===== config.mk =====
export PLATFORM = sky130hd
export DESIGN_NAME = trajectory_linear_resampler_top_flat
export DESIGN_NICKNAME = d
export VERILOG_FILES = /design/src/sv/tlr_pkg.sv /design/src/sv/tlr_wp_if.sv /design/src/sv/tlr_smp_if.sv /design/src/sv/tlr_ctrl.sv /design/src/sv/tlr_dp.sv /design/src/sv/trajectory_linear_resampler_top.sv /design/src/flat_wrapper.sv
export SDC_FILE = /design/constraint.sdc
export NUM_CORES = 2
export LEC_CHECK = 0
export BUFFER_PORTS_ARGS = -buffer_cell sky130_fd_sc_hd__buf_2
export CAP_MARGIN = 20
export CORE_AREA = 2 2 506 358
export DETAILED_ROUTE_END_ITERATION = 10
export DIE_AREA = 0 0 508 360
export PLACE_DENSITY = 0.67
export SYNTH_ARGS = -nofsm -noshare
export SYNTH_HDL_FRONTEND = slang
export SYNTH_SLANG_ARGS = --single-unit

===== constraint.sdc =====
create_clock -name clk -period 10.2 [get_ports clk]
set_input_delay 1.02 -clock clk [delete_from_list [all_inputs] [get_ports clk]]
set_output_delay 1.02 -clock clk [all_outputs]
set_load 0.02 [all_outputs]

===== src/sv/tlr_pkg.sv =====
package tlr_pkg;

  localparam int NUM_JOINTS  = 6;
  localparam int MAX_RUN_DEF = 64;
  localparam int PERIOD_W    = 20;
  localparam int TIME_W      = 32;
  localparam int JOINT_W     = 32;
  localparam int JIDX_W      = $clog2(NUM_JOINTS);
  localparam int MUL_STEPS   = 33;
  localparam int DIV_STEPS   = 40;
  localparam int SKIP_STEPS  = 32;
  localparam int STEP_W      = 6;

  localparam logic [PERIOD_W-1:0] PERIOD_RST = 20'd30000;
  // round(2^26 * 180 / pi)
  localparam logic [31:0] DEG_K = 32'd3845054675;

  typedef enum logic [3:0] {
    S_IDLE,
    S_DECIDE,
    S_CHECK,
    S_JINIT,
    S_MUL,
    S_DCHK,
    S_DIV,
    S_RAD,
    S_MULK,
    S_DEG,
    S_EMIT,
    S_SKINIT,
    S_SKIP,
    S_SKEND,
    S_END
  } state_t;

  typedef struct packed {
    logic load_in;
    logic hold;
    logic prep_first;
    logic calc_trunc;
    logic joint_init;
    logic mul_step;
    logic div_chk;
    logic div_step;
    logic rad_step;
    logic mulk_step;
    logic deg_step;
    logic emit_adv;
    logic skip_init;
    logic skip_step;
    logic skip_end;
    logic fin_end;
  } cmd_t;

  typedef struct packed {
    logic have_prev;
    logic fin;
    logic first;
    logic run_ok;
    logic pending;
    logic bypass;
    logic mul_done;
    logic div_cap;
    logic div_done;
    logic last_joint;
    logic skip_done;
  } status_t;

endpackage


===== src/sv/tlr_wp_if.sv =====
interface tlr_wp_if;
  logic               valid;
  logic               ready;
  logic [31:0]        waypoint_time_us;
  logic signed [31:0] joint_rad_0;
  logic signed [31:0] joint_rad_1;
  logic signed [31:0] joint_rad_2;
  logic signed [31:0] joint_rad_3;
  logic signed [31:0] joint_rad_4;
  logic signed [31:0] joint_rad_5;
  logic               final_waypoint;

  modport source (
    output valid, waypoint_time_us, joint_rad_0, joint_rad_1, joint_rad_2,
           joint_rad_3, joint_rad_4, joint_rad_5, final_waypoint,
    input  ready
  );
  modport sink (
    input  valid, waypoint_time_us, joint_rad_0, joint_rad_1, joint_rad_2,
           joint_rad_3, joint_rad_4, joint_rad_5, final_waypoint,
    output ready
  );
endinterface


===== src/sv/tlr_smp_if.sv =====
interface tlr_smp_if;
  logic               valid;
  logic               ready;
  logic signed [31:0] joint_deg_0;
  logic signed [31:0] joint_deg_1;
  logic signed [31:0] joint_deg_2;
  logic signed [31:0] joint_deg_3;
  logic signed [31:0] joint_deg_4;
  logic signed [31:0] joint_deg_5;
  logic               last_of_run;
  logic               trajectory_done;
  logic               run_truncated;

  modport source (
    output valid, joint_deg_0, joint_deg_1, joint_deg_2, joint_deg_3,
           joint_deg_4, joint_deg_5, last_of_run, trajectory_done, run_truncated,
    input  ready
  );
  modport sink (
    input  valid, joint_deg_0, joint_deg_1, joint_deg_2, joint_deg_3,
           joint_deg_4, joint_deg_5, last_of_run, trajectory_done, run_truncated,
    output ready
  );
endinterface


===== src/sv/tlr_ctrl.sv =====
module tlr_ctrl (
  input  logic            clk,
  input  logic            rst,
  input  logic            in_valid,
  output logic            in_ready,
  output logic            out_valid,
  input  logic            out_ready,
  input  tlr_pkg::status_t st,
  output tlr_pkg::cmd_t   cmd
);

  tlr_pkg::state_t state, state_next;

  always_ff @(posedge clk) begin
    if (rst) begin
      state <= tlr_pkg::S_IDLE;
    end else begin
      state <= state_next;
    end
  end

  always_comb begin
    state_next = state;
    cmd        = '0;
    in_ready   = 1'b0;
    out_valid  = 1'b0;
    case (state)
      tlr_pkg::S_IDLE: begin
        in_ready = 1'b1;
        if (in_valid) begin
          cmd.load_in = 1'b1;
          state_next  = tlr_pkg::S_DECIDE;
        end
      end
      tlr_pkg::S_DECIDE: begin
        if (!st.have_prev && st.fin) begin
          cmd.prep_first = 1'b1;
          state_next     = tlr_pkg::S_JINIT;
        end else if (!st.have_prev) begin
          cmd.hold   = 1'b1;
          state_next = tlr_pkg::S_IDLE;
        end else begin
          cmd.calc_trunc = 1'b1;
          state_next     = tlr_pkg::S_CHECK;
        end
      end
      tlr_pkg::S_CHECK: begin
        if (st.run_ok) begin
          state_next = tlr_pkg::S_JINIT;
        end else if (st.pending) begin
          state_next = tlr_pkg::S_SKINIT;
        end else begin
          state_next = tlr_pkg::S_END;
        end
      end
      tlr_pkg::S_JINIT: begin
        cmd.joint_init = 1'b1;
        state_next = st.bypass ? tlr_pkg::S_RAD : tlr_pkg::S_MUL;
      end
      tlr_pkg::S_MUL: begin
        cmd.mul_step = 1'b1;
        if (st.mul_done) begin
          state_next = tlr_pkg::S_DCHK;
        end
      end
      tlr_pkg::S_DCHK: begin
        cmd.div_chk = 1'b1;
        state_next  = st.div_cap ? tlr_pkg::S_RAD : tlr_pkg::S_DIV;
      end
      tlr_pkg::S_DIV: begin
        cmd.div_step = 1'b1;
        if (st.div_done) begin
          state_next = tlr_pkg::S_RAD;
        end
      end
      tlr_pkg::S_RAD: begin
        cmd.rad_step = 1'b1;
        state_next   = tlr_pkg::S_MULK;
      end
      tlr_pkg::S_MULK: begin
        cmd.mulk_step = 1'b1;
        state_next    = tlr_pkg::S_DEG;
      end
      tlr_pkg::S_DEG: begin
        cmd.deg_step = 1'b1;
        state_next   = st.last_joint ? tlr_pkg::S_EMIT : tlr_pkg::S_JINIT;
      end
      tlr_pkg::S_EMIT: begin
        out_valid = 1'b1;
        if (out_ready) begin
          cmd.emit_adv = 1'b1;
          state_next   = st.first ? tlr_pkg::S_END : tlr_pkg::S_CHECK;
        end
      end
      tlr_pkg::S_SKINIT: begin
        cmd.skip_init = 1'b1;
        state_next    = tlr_pkg::S_SKIP;
      end
      tlr_pkg::S_SKIP: begin
        cmd.skip_step = 1'b1;
        if (st.skip_done) begin
          state_next = tlr_pkg::S_SKEND;
        end
      end
      tlr_pkg::S_SKEND: begin
        cmd.skip_end = 1'b1;
        state_next   = tlr_pkg::S_END;
      end
      tlr_pkg::S_END: begin
        cmd.fin_end = 1'b1;
        state_next  = tlr_pkg::S_IDLE;
      end
      default: begin
        state_next = tlr_pkg::S_IDLE;
      end
    endcase
  end

`ifndef SYNTHESIS
  a_accept_decide: assert property (@(posedge clk) disable iff (rst)
    in_valid && in_ready |=> state == tlr_pkg::S_DECIDE)
    else $error("accepted word not followed by decide");
  a_emit_hold: assert property (@(posedge clk) disable iff (rst)
    out_valid && !out_ready |=> out_valid)
    else $error("sample dropped before taken");
  a_no_overlap: assert property (@(posedge clk) disable iff (rst)
    !(in_ready && out_valid))
    else $error("input open while sample pending");
`endif

endmodule


===== src/sv/tlr_dp.sv =====
module tlr_dp #(
  parameter int MAX_RUN = tlr_pkg::MAX_RUN_DEF
) (
  input  logic                            clk,
  input  logic                            rst,
  input  logic                            cfg_we,
  input  logic [tlr_pkg::PERIOD_W-1:0]    cfg_wdata,
  input  logic [tlr_pkg::TIME_W-1:0]      in_time,
  input  logic [tlr_pkg::JOINT_W-1:0]     in_rad [tlr_pkg::NUM_JOINTS],
  input  logic                            in_fin,
  input  tlr_pkg::cmd_t                   cmd,
  output tlr_pkg::status_t                st,
  output logic [tlr_pkg::JOINT_W-1:0]     out_deg [tlr_pkg::NUM_JOINTS],
  output logic                            out_last,
  output logic                            out_done,
  output logic                            out_trunc
);

  localparam int CW = $clog2(MAX_RUN + 1);
  localparam int NJ = tlr_pkg::NUM_JOINTS;
  localparam logic [64:0] DEGK65 = {33'b0, tlr_pkg::DEG_K};

  logic [tlr_pkg::PERIOD_W-1:0] period;
  logic [tlr_pkg::PERIOD_W-1:0] dt;
  logic [31:0]                  t1;
  logic [31:0]                  t0;
  logic [32:0]                  s;
  logic [31:0]                  p1 [NJ];
  logic [31:0]                  p0 [NJ];
  logic                         fin;
  logic                         have_prev;
  logic                         first;
  logic                         trunc;
  logic [CW-1:0]                run_cnt;
  logic [tlr_pkg::JIDX_W-1:0]   jidx;
  logic [tlr_pkg::STEP_W-1:0]   cnt;
  logic [65:0]                  ma;
  logic [32:0]                  mb;
  logic [65:0]                  prod;
  logic                         neg;
  logic [31:0]                  denr;
  logic [32:0]                  rem;
  logic [39:0]                  dlo;
  logic [40:0]                  qv;
  logic [31:0]                  sdv;
  logic [32:0]                  mag;
  logic                         rneg;
  logic [64:0]                  mk;
  logic                         kneg;
  logic [31:0]                  odeg [NJ];

  logic [31:0]        p0j, p1j;
  logic [32:0]        dj, dmag;
  logic [33:0]        nn, nmag;
  logic [32:0]        den, denmag;
  logic [32:0]        dtt;
  logic               dge;
  logic [32:0]        stt;
  logic               sge;
  logic [42:0]        qext, addend;
  logic signed [42:0] rsum;
  logic [32:0]        rmag;
  logic [65:0]        rnd;
  logic [33:0]        dd;
  logic [31:0]        degv;
  logic [33:0]        trunc_end;
  logic [33:0]        s_next_cmp;

  assign p0j    = p0[jidx];
  assign p1j    = p1[jidx];
  assign dj     = {p1j[31], p1j} - {p0j[31], p0j};
  assign dmag   = dj[32] ? (~dj + 33'd1) : dj;
  assign nn     = {1'b0, s} - {2'b0, t0};
  assign nmag   = nn[33] ? (~nn + 34'd1) : nn;
  assign den    = {1'b0, t1} - {1'b0, t0};
  assign denmag = den[32] ? (~den + 33'd1) : den;

  // restoring division step of the interpolation quotient
  assign dtt = {rem[31:0], dlo[39]};
  assign dge = dtt >= {1'b0, denr};
  // restoring division step of the skip remainder
  assign stt = {rem[31:0], sdv[31]};
  assign sge = stt >= {13'b0, dt};

  // rad = p0 +- q, clamped to +-2^32
  assign qext   = {2'b0, qv};
  assign addend = neg ? (~qext + 43'd1) : qext;
  assign rsum   = $signed({{11{p0j[31]}}, p0j}) + $signed(addend);
  always_comb begin
    if (rsum > 43'sd4294967296) begin
      rmag = 33'h1_0000_0000;
    end else if (rsum < -43'sd4294967296) begin
      rmag = 33'h1_0000_0000;
    end else if (rsum[42]) begin
      rmag = 33'(-rsum);
    end else begin
      rmag = rsum[32:0];
    end
  end

  // round half away from zero, then saturate
  assign rnd = {1'b0, mk} + (66'd1 << 31);
  assign dd  = rnd[65:32];
  always_comb begin
    if (kneg) begin
      degv = (dd > 34'h0_8000_0000) ? 32'h8000_0000 : (~dd[31:0] + 32'd1);
    end else begin
      degv = (dd > 34'h0_7FFF_FFFF) ? 32'h7FFF_FFFF : dd[31:0];
    end
  end

  assign trunc_end  = {1'b0, s} + 34'(MAX_RUN) * {14'b0, dt};
  assign s_next_cmp = {1'b0, s} + {14'b0, dt};

  assign st.have_prev  = have_prev;
  assign st.fin        = fin;
  assign st.first      = first;
  assign st.pending    = s <= {1'b0, t1};
  assign st.run_ok     = (s <= {1'b0, t1}) && (run_cnt < CW'(MAX_RUN));
  assign st.bypass     = first || (t1 == t0);
  assign st.mul_done   = cnt == tlr_pkg::STEP_W'(tlr_pkg::MUL_STEPS - 1);
  assign st.div_cap    = {6'b0, prod[65:40]} >= denr;
  assign st.div_done   = cnt == tlr_pkg::STEP_W'(tlr_pkg::DIV_STEPS - 1);
  assign st.last_joint = jidx == tlr_pkg::JIDX_W'(NJ - 1);
  assign st.skip_done  = cnt == tlr_pkg::STEP_W'(tlr_pkg::SKIP_STEPS - 1);

  assign out_deg   = odeg;
  assign out_last  = first || !((s_next_cmp <= {2'b0, t1}) &&
                                (run_cnt < CW'(MAX_RUN - 1)));
  assign out_done  = out_last && fin;
  assign out_trunc = trunc;

  // register and trajectory state
  always_ff @(posedge clk) begin
    if (rst) begin
      period    <= tlr_pkg::PERIOD_RST;
      t0        <= '0;
      s         <= '0;
      have_prev <= 1'b0;
      first     <= 1'b0;
      trunc     <= 1'b0;
      run_cnt   <= '0;
      jidx      <= '0;
      for (int j = 0; j < NJ; j++) begin
        p0[j] <= '0;
      end
    end else begin
      if (cfg_we) begin
        period <= cfg_wdata;
      end
      if (cmd.hold) begin
        t0        <= t1;
        p0        <= p1;
        have_prev <= 1'b1;
      end
      if (cmd.prep_first) begin
        p0    <= p1;
        first <= 1'b1;
        trunc <= 1'b0;
        jidx  <= '0;
      end
      if (cmd.calc_trunc) begin
        trunc   <= trunc_end <= {2'b0, t1};
        run_cnt <= '0;
        jidx    <= '0;
      end
      if (cmd.deg_step) begin
        jidx <= st.last_joint ? '0 : jidx + 1'b1;
      end
      if (cmd.emit_adv) begin
        s       <= s + {13'b0, dt};
        run_cnt <= run_cnt + 1'b1;
      end
      if (cmd.skip_end) begin
        s <= {1'b0, t1} - {1'b0, rem[31:0]} + {13'b0, dt};
      end
      if (cmd.fin_end) begin
        if (fin) begin
          t0        <= '0;
          s         <= '0;
          have_prev <= 1'b0;
          first     <= 1'b0;
          for (int j = 0; j < NJ; j++) begin
            p0[j] <= '0;
          end
        end else begin
          t0        <= t1;
          p0        <= p1;
          have_prev <= 1'b1;
        end
      end
    end
  end

  // arithmetic working registers
  always_ff @(posedge clk) begin
    if (cmd.load_in) begin
      t1  <= in_time;
      p1  <= in_rad;
      fin <= in_fin;
      dt  <= (period == '0) ? tlr_pkg::PERIOD_W'(1) : period;
    end
    if (cmd.joint_init) begin
      ma   <= {33'b0, dmag};
      mb   <= nmag[32:0];
      prod <= '0;
      cnt  <= '0;
      neg  <= dj[32] ^ nn[33] ^ den[32];
      denr <= denmag[31:0];
      qv   <= '0;
    end
    if (cmd.mul_step) begin
      if (mb[0]) begin
        prod <= prod + ma;
      end
      ma  <= ma << 1;
      mb  <= mb >> 1;
      cnt <= cnt + 1'b1;
    end
    if (cmd.div_chk) begin
      if (st.div_cap) begin
        qv <= 41'h100_0000_0000;
      end
      rem <= {7'b0, prod[65:40]};
      dlo <= prod[39:0];
      cnt <= '0;
    end
    if (cmd.div_step) begin
      rem <= dge ? (dtt - {1'b0, denr}) : dtt;
      dlo <= dlo << 1;
      qv  <= {qv[39:0], dge};
      cnt <= cnt + 1'b1;
    end
    if (cmd.rad_step) begin
      mag  <= rmag;
      rneg <= rsum[42];
    end
    if (cmd.mulk_step) begin
      mk   <= mag * DEGK65;
      kneg <= rneg;
    end
    if (cmd.deg_step) begin
      odeg[jidx] <= degv;
    end
    if (cmd.skip_init) begin
      rem <= '0;
      sdv <= t1 - s[31:0];
      cnt <= '0;
    end
    if (cmd.skip_step) begin
      rem <= sge ? (stt - {13'b0, dt}) : stt;
      sdv <= sdv << 1;
      cnt <= cnt + 1'b1;
    end
  end

`ifndef SYNTHESIS
  a_run_bound: assert property (@(posedge clk) disable iff (rst)
    run_cnt <= CW'(MAX_RUN))
    else $error("run count past limit");
  a_first_no_trunc: assert property (@(posedge clk) disable iff (rst)
    first |-> !trunc)
    else $error("single point flagged truncated");
  a_skip_past_end: assert property (@(posedge clk) disable iff (rst)
    cmd.skip_end |=> s > {1'b0, t1})
    else $error("skip left a sample due");
`endif

endmodule


===== src/sv/trajectory_linear_resampler_top.sv =====
// trajectory linear resampler: takes timestamped six-joint waypoints (time in us,
// radians in signed q4.27) and emits samples at 0, dt, 2*dt ... up to the final
// waypoint time, each linearly interpolated on the segment that closes it and
// converted to degrees (signed q10.21, saturated). a lone final waypoint emits
// itself once; equal timestamps give the earlier point; at most MAX_RUN samples
// leave per waypoint, the rest are skipped and flagged with run_truncated.
// one waypoint word is worked at a time. per joint a sample runs setup, a
// 33-step shift-add multiply, a divide check, a 40-step restoring divide and
// three conversion steps; the joints are worked one after another, and the
// sample then waits in the emit state until it is taken. a run cut short adds
// a 32-step divide for the skip. a capped quotient skips the divide, and a lone
// final waypoint or equal timestamps skip multiply and divide. the input is
// ready only between waypoints; the sample period register may be written
// while idle.
module trajectory_linear_resampler_top #(
  parameter int MAX_RUN = tlr_pkg::MAX_RUN_DEF
) (
  input  logic                         clk,
  input  logic                         rst,
  tlr_wp_if.sink                       waypoint,
  tlr_smp_if.source                    sample,
  input  logic                         cfg_we,
  input  logic [tlr_pkg::PERIOD_W-1:0] cfg_wdata
);

  tlr_pkg::cmd_t    cmd;
  tlr_pkg::status_t st;

  // joint lanes gathered from the word fields
  logic [tlr_pkg::JOINT_W-1:0] in_rad  [tlr_pkg::NUM_JOINTS];
  logic [tlr_pkg::JOINT_W-1:0] out_deg [tlr_pkg::NUM_JOINTS];

  assign in_rad[0] = waypoint.joint_rad_0;
  assign in_rad[1] = waypoint.joint_rad_1;
  assign in_rad[2] = waypoint.joint_rad_2;
  assign in_rad[3] = waypoint.joint_rad_3;
  assign in_rad[4] = waypoint.joint_rad_4;
  assign in_rad[5] = waypoint.joint_rad_5;

  assign sample.joint_deg_0 = out_deg[0];
  assign sample.joint_deg_1 = out_deg[1];
  assign sample.joint_deg_2 = out_deg[2];
  assign sample.joint_deg_3 = out_deg[3];
  assign sample.joint_deg_4 = out_deg[4];
  assign sample.joint_deg_5 = out_deg[5];

  // sequencer
  tlr_ctrl u_ctrl (
    .clk       (clk),
    .rst       (rst),
    .in_valid  (waypoint.valid),
    .in_ready  (waypoint.ready),
    .out_valid (sample.valid),
    .out_ready (sample.ready),
    .st        (st),
    .cmd       (cmd)
  );

  // interpolation, conversion and run bookkeeping
  tlr_dp #(
    .MAX_RUN (MAX_RUN)
  ) u_dp (
    .clk       (clk),
    .rst       (rst),
    .cfg_we    (cfg_we),
    .cfg_wdata (cfg_wdata),
    .in_time   (waypoint.waypoint_time_us),
    .in_rad    (in_rad),
    .in_fin    (waypoint.final_waypoint),
    .cmd       (cmd),
    .st        (st),
    .out_deg   (out_deg),
    .out_last  (sample.last_of_run),
    .out_done  (sample.trajectory_done),
    .out_trunc (sample.run_truncated)
  );

endmodule

===== src/flat_wrapper.sv =====
// flat-port wrapper written by rule: the top's interface ports become plain ports
module trajectory_linear_resampler_top_flat 
#(
  parameter int MAX_RUN = tlr_pkg::MAX_RUN_DEF
)
  (clk, rst, cfg_we, cfg_wdata, waypoint_valid, waypoint_waypoint_time_us, waypoint_joint_rad_0, waypoint_joint_rad_1, waypoint_joint_rad_2, waypoint_joint_rad_3, waypoint_joint_rad_4, waypoint_joint_rad_5, waypoint_final_waypoint, waypoint_ready, sample_valid, sample_joint_deg_0, sample_joint_deg_1, sample_joint_deg_2, sample_joint_deg_3, sample_joint_deg_4, sample_joint_deg_5, sample_last_of_run, sample_trajectory_done, sample_run_truncated, sample_ready);
  tlr_wp_if waypoint_i ();
  tlr_smp_if sample_i ();
  input  logic clk;
  input  logic rst;
  input  logic cfg_we;
  input  logic [tlr_pkg::PERIOD_W-1:0] cfg_wdata;
  input wire logic [$bits(waypoint_i.valid)-1:0] waypoint_valid;
  input wire logic [$bits(waypoint_i.waypoint_time_us)-1:0] waypoint_waypoint_time_us;
  input wire logic [$bits(waypoint_i.joint_rad_0)-1:0] waypoint_joint_rad_0;
  input wire logic [$bits(waypoint_i.joint_rad_1)-1:0] waypoint_joint_rad_1;
  input wire logic [$bits(waypoint_i.joint_rad_2)-1:0] waypoint_joint_rad_2;
  input wire logic [$bits(waypoint_i.joint_rad_3)-1:0] waypoint_joint_rad_3;
  input wire logic [$bits(waypoint_i.joint_rad_4)-1:0] waypoint_joint_rad_4;
  input wire logic [$bits(waypoint_i.joint_rad_5)-1:0] waypoint_joint_rad_5;
  input wire logic [$bits(waypoint_i.final_waypoint)-1:0] waypoint_final_waypoint;
  output wire logic [$bits(waypoint_i.ready)-1:0] waypoint_ready;
  output wire logic [$bits(sample_i.valid)-1:0] sample_valid;
  output wire logic [$bits(sample_i.joint_deg_0)-1:0] sample_joint_deg_0;
  output wire logic [$bits(sample_i.joint_deg_1)-1:0] sample_joint_deg_1;
  output wire logic [$bits(sample_i.joint_deg_2)-1:0] sample_joint_deg_2;
  output wire logic [$bits(sample_i.joint_deg_3)-1:0] sample_joint_deg_3;
  output wire logic [$bits(sample_i.joint_deg_4)-1:0] sample_joint_deg_4;
  output wire logic [$bits(sample_i.joint_deg_5)-1:0] sample_joint_deg_5;
  output wire logic [$bits(sample_i.last_of_run)-1:0] sample_last_of_run;
  output wire logic [$bits(sample_i.trajectory_done)-1:0] sample_trajectory_done;
  output wire logic [$bits(sample_i.run_truncated)-1:0] sample_run_truncated;
  input wire logic [$bits(sample_i.ready)-1:0] sample_ready;
  assign waypoint_i.valid = waypoint_valid;
  assign waypoint_i.waypoint_time_us = waypoint_waypoint_time_us;
  assign waypoint_i.joint_rad_0 = waypoint_joint_rad_0;
  assign waypoint_i.joint_rad_1 = waypoint_joint_rad_1;
  assign waypoint_i.joint_rad_2 = waypoint_joint_rad_2;
  assign waypoint_i.joint_rad_3 = waypoint_joint_rad_3;
  assign waypoint_i.joint_rad_4 = waypoint_joint_rad_4;
  assign waypoint_i.joint_rad_5 = waypoint_joint_rad_5;
  assign waypoint_i.final_waypoint = waypoint_final_waypoint;
  assign waypoint_ready = waypoint_i.ready;
  assign sample_valid = sample_i.valid;
  assign sample_joint_deg_0 = sample_i.joint_deg_0;
  assign sample_joint_deg_1 = sample_i.joint_deg_1;
  assign sample_joint_deg_2 = sample_i.joint_deg_2;
  assign sample_joint_deg_3 = sample_i.joint_deg_3;
  assign sample_joint_deg_4 = sample_i.joint_deg_4;
  assign sample_joint_deg_5 = sample_i.joint_deg_5;
  assign sample_last_of_run = sample_i.last_of_run;
  assign sample_trajectory_done = sample_i.trajectory_done;
  assign sample_run_truncated = sample_i.run_truncated;
  assign sample_i.ready = sample_ready;
  trajectory_linear_resampler_top #(.MAX_RUN(MAX_RUN)) u_core (.clk(clk), .rst(rst), .waypoint(waypoint_i), .sample(sample_i), .cfg_we(cfg_we), .cfg_wdata(cfg_wdata));
endmodule

==> results by group <==
Outcome
  – Status: completed

Logic synthesis
  – Flops & latches, synth: 1149
  – Syn nets: roughly 11k
  – Leading post-synthesis cells by cell area: edfxtp_1 (25%), ha_1 (13%), fa_1 (9.7%), dfxtp_1 (9.2%), a21oi_1 (4.3%)
  – Yosys Warn Count: 0
  – Synth cell types: between 90 and 100
  – Synthesized instance count: between 9k and 10k
  – Most common cell in the netlist: inv_1
  – Avg Inst Size Synth: 9.50 um^2
  – Most frequent cells after synthesis: inv_1 (982), ha_1 (906), a21oi_1 (768), edfxtp_1 (744), nand2_1 (701)
  – Post-synth top area share: 0.252
  – Sequential fraction of the synthesis area: 0.344
  – FFs w/ async S/R, synth: 0
  – Mapped Area: 0.0886 mm^2
  – Post-synth EDFFs: roughly 740
  – Main synth FF type: edfxtp_1
  – Leading area contributor after synthesis: edfxtp_1

Drt
  – Met3 WL: between 20 and 30 mm
  – DR vias: around 72k
  – Wire length per cell: between 20 and 25 um
  – Antenna-violating nets left: 0
  – Met2 routed WL: roughly 110 mm
  – DRC viols: 0
  – Initial drt markers: 8160
  – DRT Wirelength: around 280 mm
  – Top layer in use: met5
  – Drt via density: about 6
  – Met1 WL: about 130 mm
  – Pre-antenna DRT Iters: 6

Timing
  – Final slew viol count: 0
  – Worst slew pin tran: 1.34 ns
  – Setup TNS: 0 ns
  – Max-slew headroom: 0.102
  – Hold Fails Final Rpt: 0
  – RSZ-0062 raised after global routing: no
  – Worst clock skew: ~0.086 ns
  – Final setup violation count: 0
  – Minimum clock period: 9.16 ns
  – Fmax: 109 MHz
  – Fin crit share: 0.898

Pwr
  – Switching power total: 5.52 mW
  – Clk network pwr share: 0.290
  – Switching share of total power: 0.360
  – Seq pwr share: 0.379
  – VDD IR max: 0.000160 V
  – Pint: ~9.8 mW
  – Comb power frac: 0.332
  – Pwr dens: ~160 mW/mm^2
  – Leak: around 42 nW

Placed design
  – DP HPWL: 216 mm
  – I/O Buffers: roughly 450
  – Placed cell count: between 10k and 15k
  – Routability cong.: roughly 1

Final layout
  – FILL cells: approximately 16k
  – Non-filler instance count after layout: around 12k
  – Layout cells sized above 1: 0.0880
  – Area delta synth->final: 9.50%
  – Nets@finish: between 10k and 15k

Critical path
  – Crit-path max FO: 8
  – Worst path required time: between 9 and 10 ns
  – Crit end category: output pin
  – CP Launch Type: register
  – Worst EP arrival: 8.14 ns
  – Critical path class: reg -> out

Global route
  – First-pass GRT wire length: between 400 and 500 mm
  – GR Util All Layers: 0.296
  – Vias in the first global route: slightly below 70k
  – GRT overflow: 0
  – Largest net degree at the start of global routing: 180
  – Initial antenna violation count: 18

Clock tree
  – Clock Pin Slew Worst Setup and Hold Paths: about 0.07 ns
  – Post-cts sizing count: 0
  – Later-pin clock latency in the skew report: 0.82 ns
  – CTS tree: built
  – Post-CTS setup buffers: 0
  – TritonCTS Sinks: approximately 1.1k
  – Depth of the CTS H-tree: 3
  – Clock root cell: clkbuf_16
  – TritonCTS Buffers: 116
  – Bufs on Longest Clock Path: 3
  – CTS Hold Bufs: 0

Floorplan
  – I/O pin count: 447
  – Num rows: 130
  – Die area: between 0.15 and 0.2 mm^2
  – Die X: 508 um
  – Core area: roughly 0.18 mm^2
  – Initial Util: 0.497
  – Die height: 360 um

Worst hold path
  – Worst Hold Class: in -> reg

Flow run
  – Max-Cap Viols: 0
==> cells by family (layout without fill, tap and decap cells) <==
logic type                 Yosys count  count (layout)  share of synthesized area
AOI/OAI and AO/OA                 2272            2272                      0.162
adders and majority gates         1333            1333                      0.225
xor gates and xnor gates           594             594                     0.0588
buffers and inverters             1385            1727                     0.0591
DFF                               1149            1149                      0.344
muxes                              183             183                     0.0216
other                                0               6                          0
and+or+nand+nor                   2406            2406                      0.130
==> layout make-up <==
| cell class | instances | area, um^2 | share of cell area |
|---|---|---|---|
| multi-input cells | 6788 | 53100 | 0.547 |
| flip-flops and latches | 1149 | 30500 | 0.314 |
| diodes | 6 | 15.0 | 0.000155 |
| clock inverters | 67 | 692 | 0.00714 |
| clock buffers | 153 | 3190 | 0.0329 |
| repair buffers | 524 | 2880 | 0.0297 |
| inverters | 983 | 3690 | 0.0381 |
| well taps | 2376 | 2970 | 0.0307 |
==> power by group through the flow <==
| stage | Combinational (mW) | Clock, mW | Sequential, mW |
|---|---|---|---|
| finish | 5.08 | 4.44 | 5.80 |
| global route | 5.59 | 4.67 | 5.83 |
| CTS | 4.98 | 4.49 | 5.79 |
| detailed placement | 4.95 | 0 | 5.88 |
| global placement | 4.85 | 0 | 5.87 |
| floorplan | 3.73 | 0 | 5.78 |
==> worst paths after layout <==
path | from | endpoint | slack [ns] | cells past startpoint
max | u_core.u_dp.dt[1] | sample_trajectory_done | 1.04 | 24
min reg2reg | u_core.u_dp.period[10] | u_core.u_dp.dt[10] | 0.45 | 0
max reg2reg | u_core.u_dp.mag[10] | u_core.u_dp.mk[64] | 1.61 | 25
min | waypoint_waypoint_time_us[19] | u_core.u_dp.t1[19] | 0.38 | 1
==> layout by cell type (no fill, tap or decap), types with 263 or more instances in the layout <==
master | synthesis | routed
edfxtp_1 | 744 | 744
o21ai_0 | 469 | 468
xnor2_1 | 359 | 359
a21oi_1 | 768 | 767
buf_2 | 11 | 445
dfxtp_1 | 405 | 402
nand2_1 | 701 | 698
nor2_1 | 527 | 514
a21o_1 | 263 | 263
ha_1 | 906 | 906
nand3_1 | 441 | 438
inv_1 | 982 | 981
fa_1 | 427 | 427
==> critical path, cell delays in order (launching register included) <==
cell and delay [ns]:
edfxtp_1 0.63, ha_1 0.39, a21o_1 0.11, a21oi_1 0.09, nor2b_1 0.12, o21ai_0 0.17
a211oi_1 0.47, o21ai_0 0.30, a21oi_1 0.32, o2111ai_1 0.18, buf_4 0.22, nor3_1 0.36
nand3_1 0.15, xnor2_1 0.15, ha_1 0.51, nand3_1 0.21, nor4_1 1.04, nand3_1 0.16
o21ai_0 0.16, a21oi_1 0.14, nor4_1 0.62, o311ai_0 0.27, buf_4 0.23, and2_1 0.16
buf_2 0.15
==> stage by stage <==
step | power (mW) | util | area [um^2] | hold WS, ns | worst slack, ns
floorplan | 9.51 | - | 88600 | 0.400 | 2.64
global placement | 10.7 | 0.522 | 93000 | 0.437 | 1.63
detailed placement | 10.8 | 0.522 | 93000 | 0.442 | 1.65
CTS | 15.3 | 0.544 | 96900 | 0.340 | 1.48
global route | 16.1 | 0.544 | 97000 | 0.364 | 1.07
finish | 15.3 | 0.544 | 97000 | 0.383 | 1.04
==> state kept, by name (all words and copies together), names as in the netlist, 33 cells and up <==
name	flops
u_core.u_dp.mag	33
u_core.u_dp.out_deg	192
u_core.u_dp.prod	66
u_core.u_dp.mb	33
u_core.u_dp.qv	41
u_core.u_dp.dlo	40
u_core.u_dp.mk	34
u_core.u_dp.ma	66
u_core.u_dp.s	33
u_core.u_dp.p1	192
u_core.u_dp.p0	192
==> layer usage <==
| layer | vias to the layer above | global-route usage |
|---|---|---|
| met5 | - | 0 |
| met4 | 18 | 0.0637 |
| met3 | 370 | 0.0628 |
| met2 | 3037 | 0.416 |
| met1 | 35000 | 0.461 |
| li1 | 33500 | - |
(Power assumes the default switching activity.)
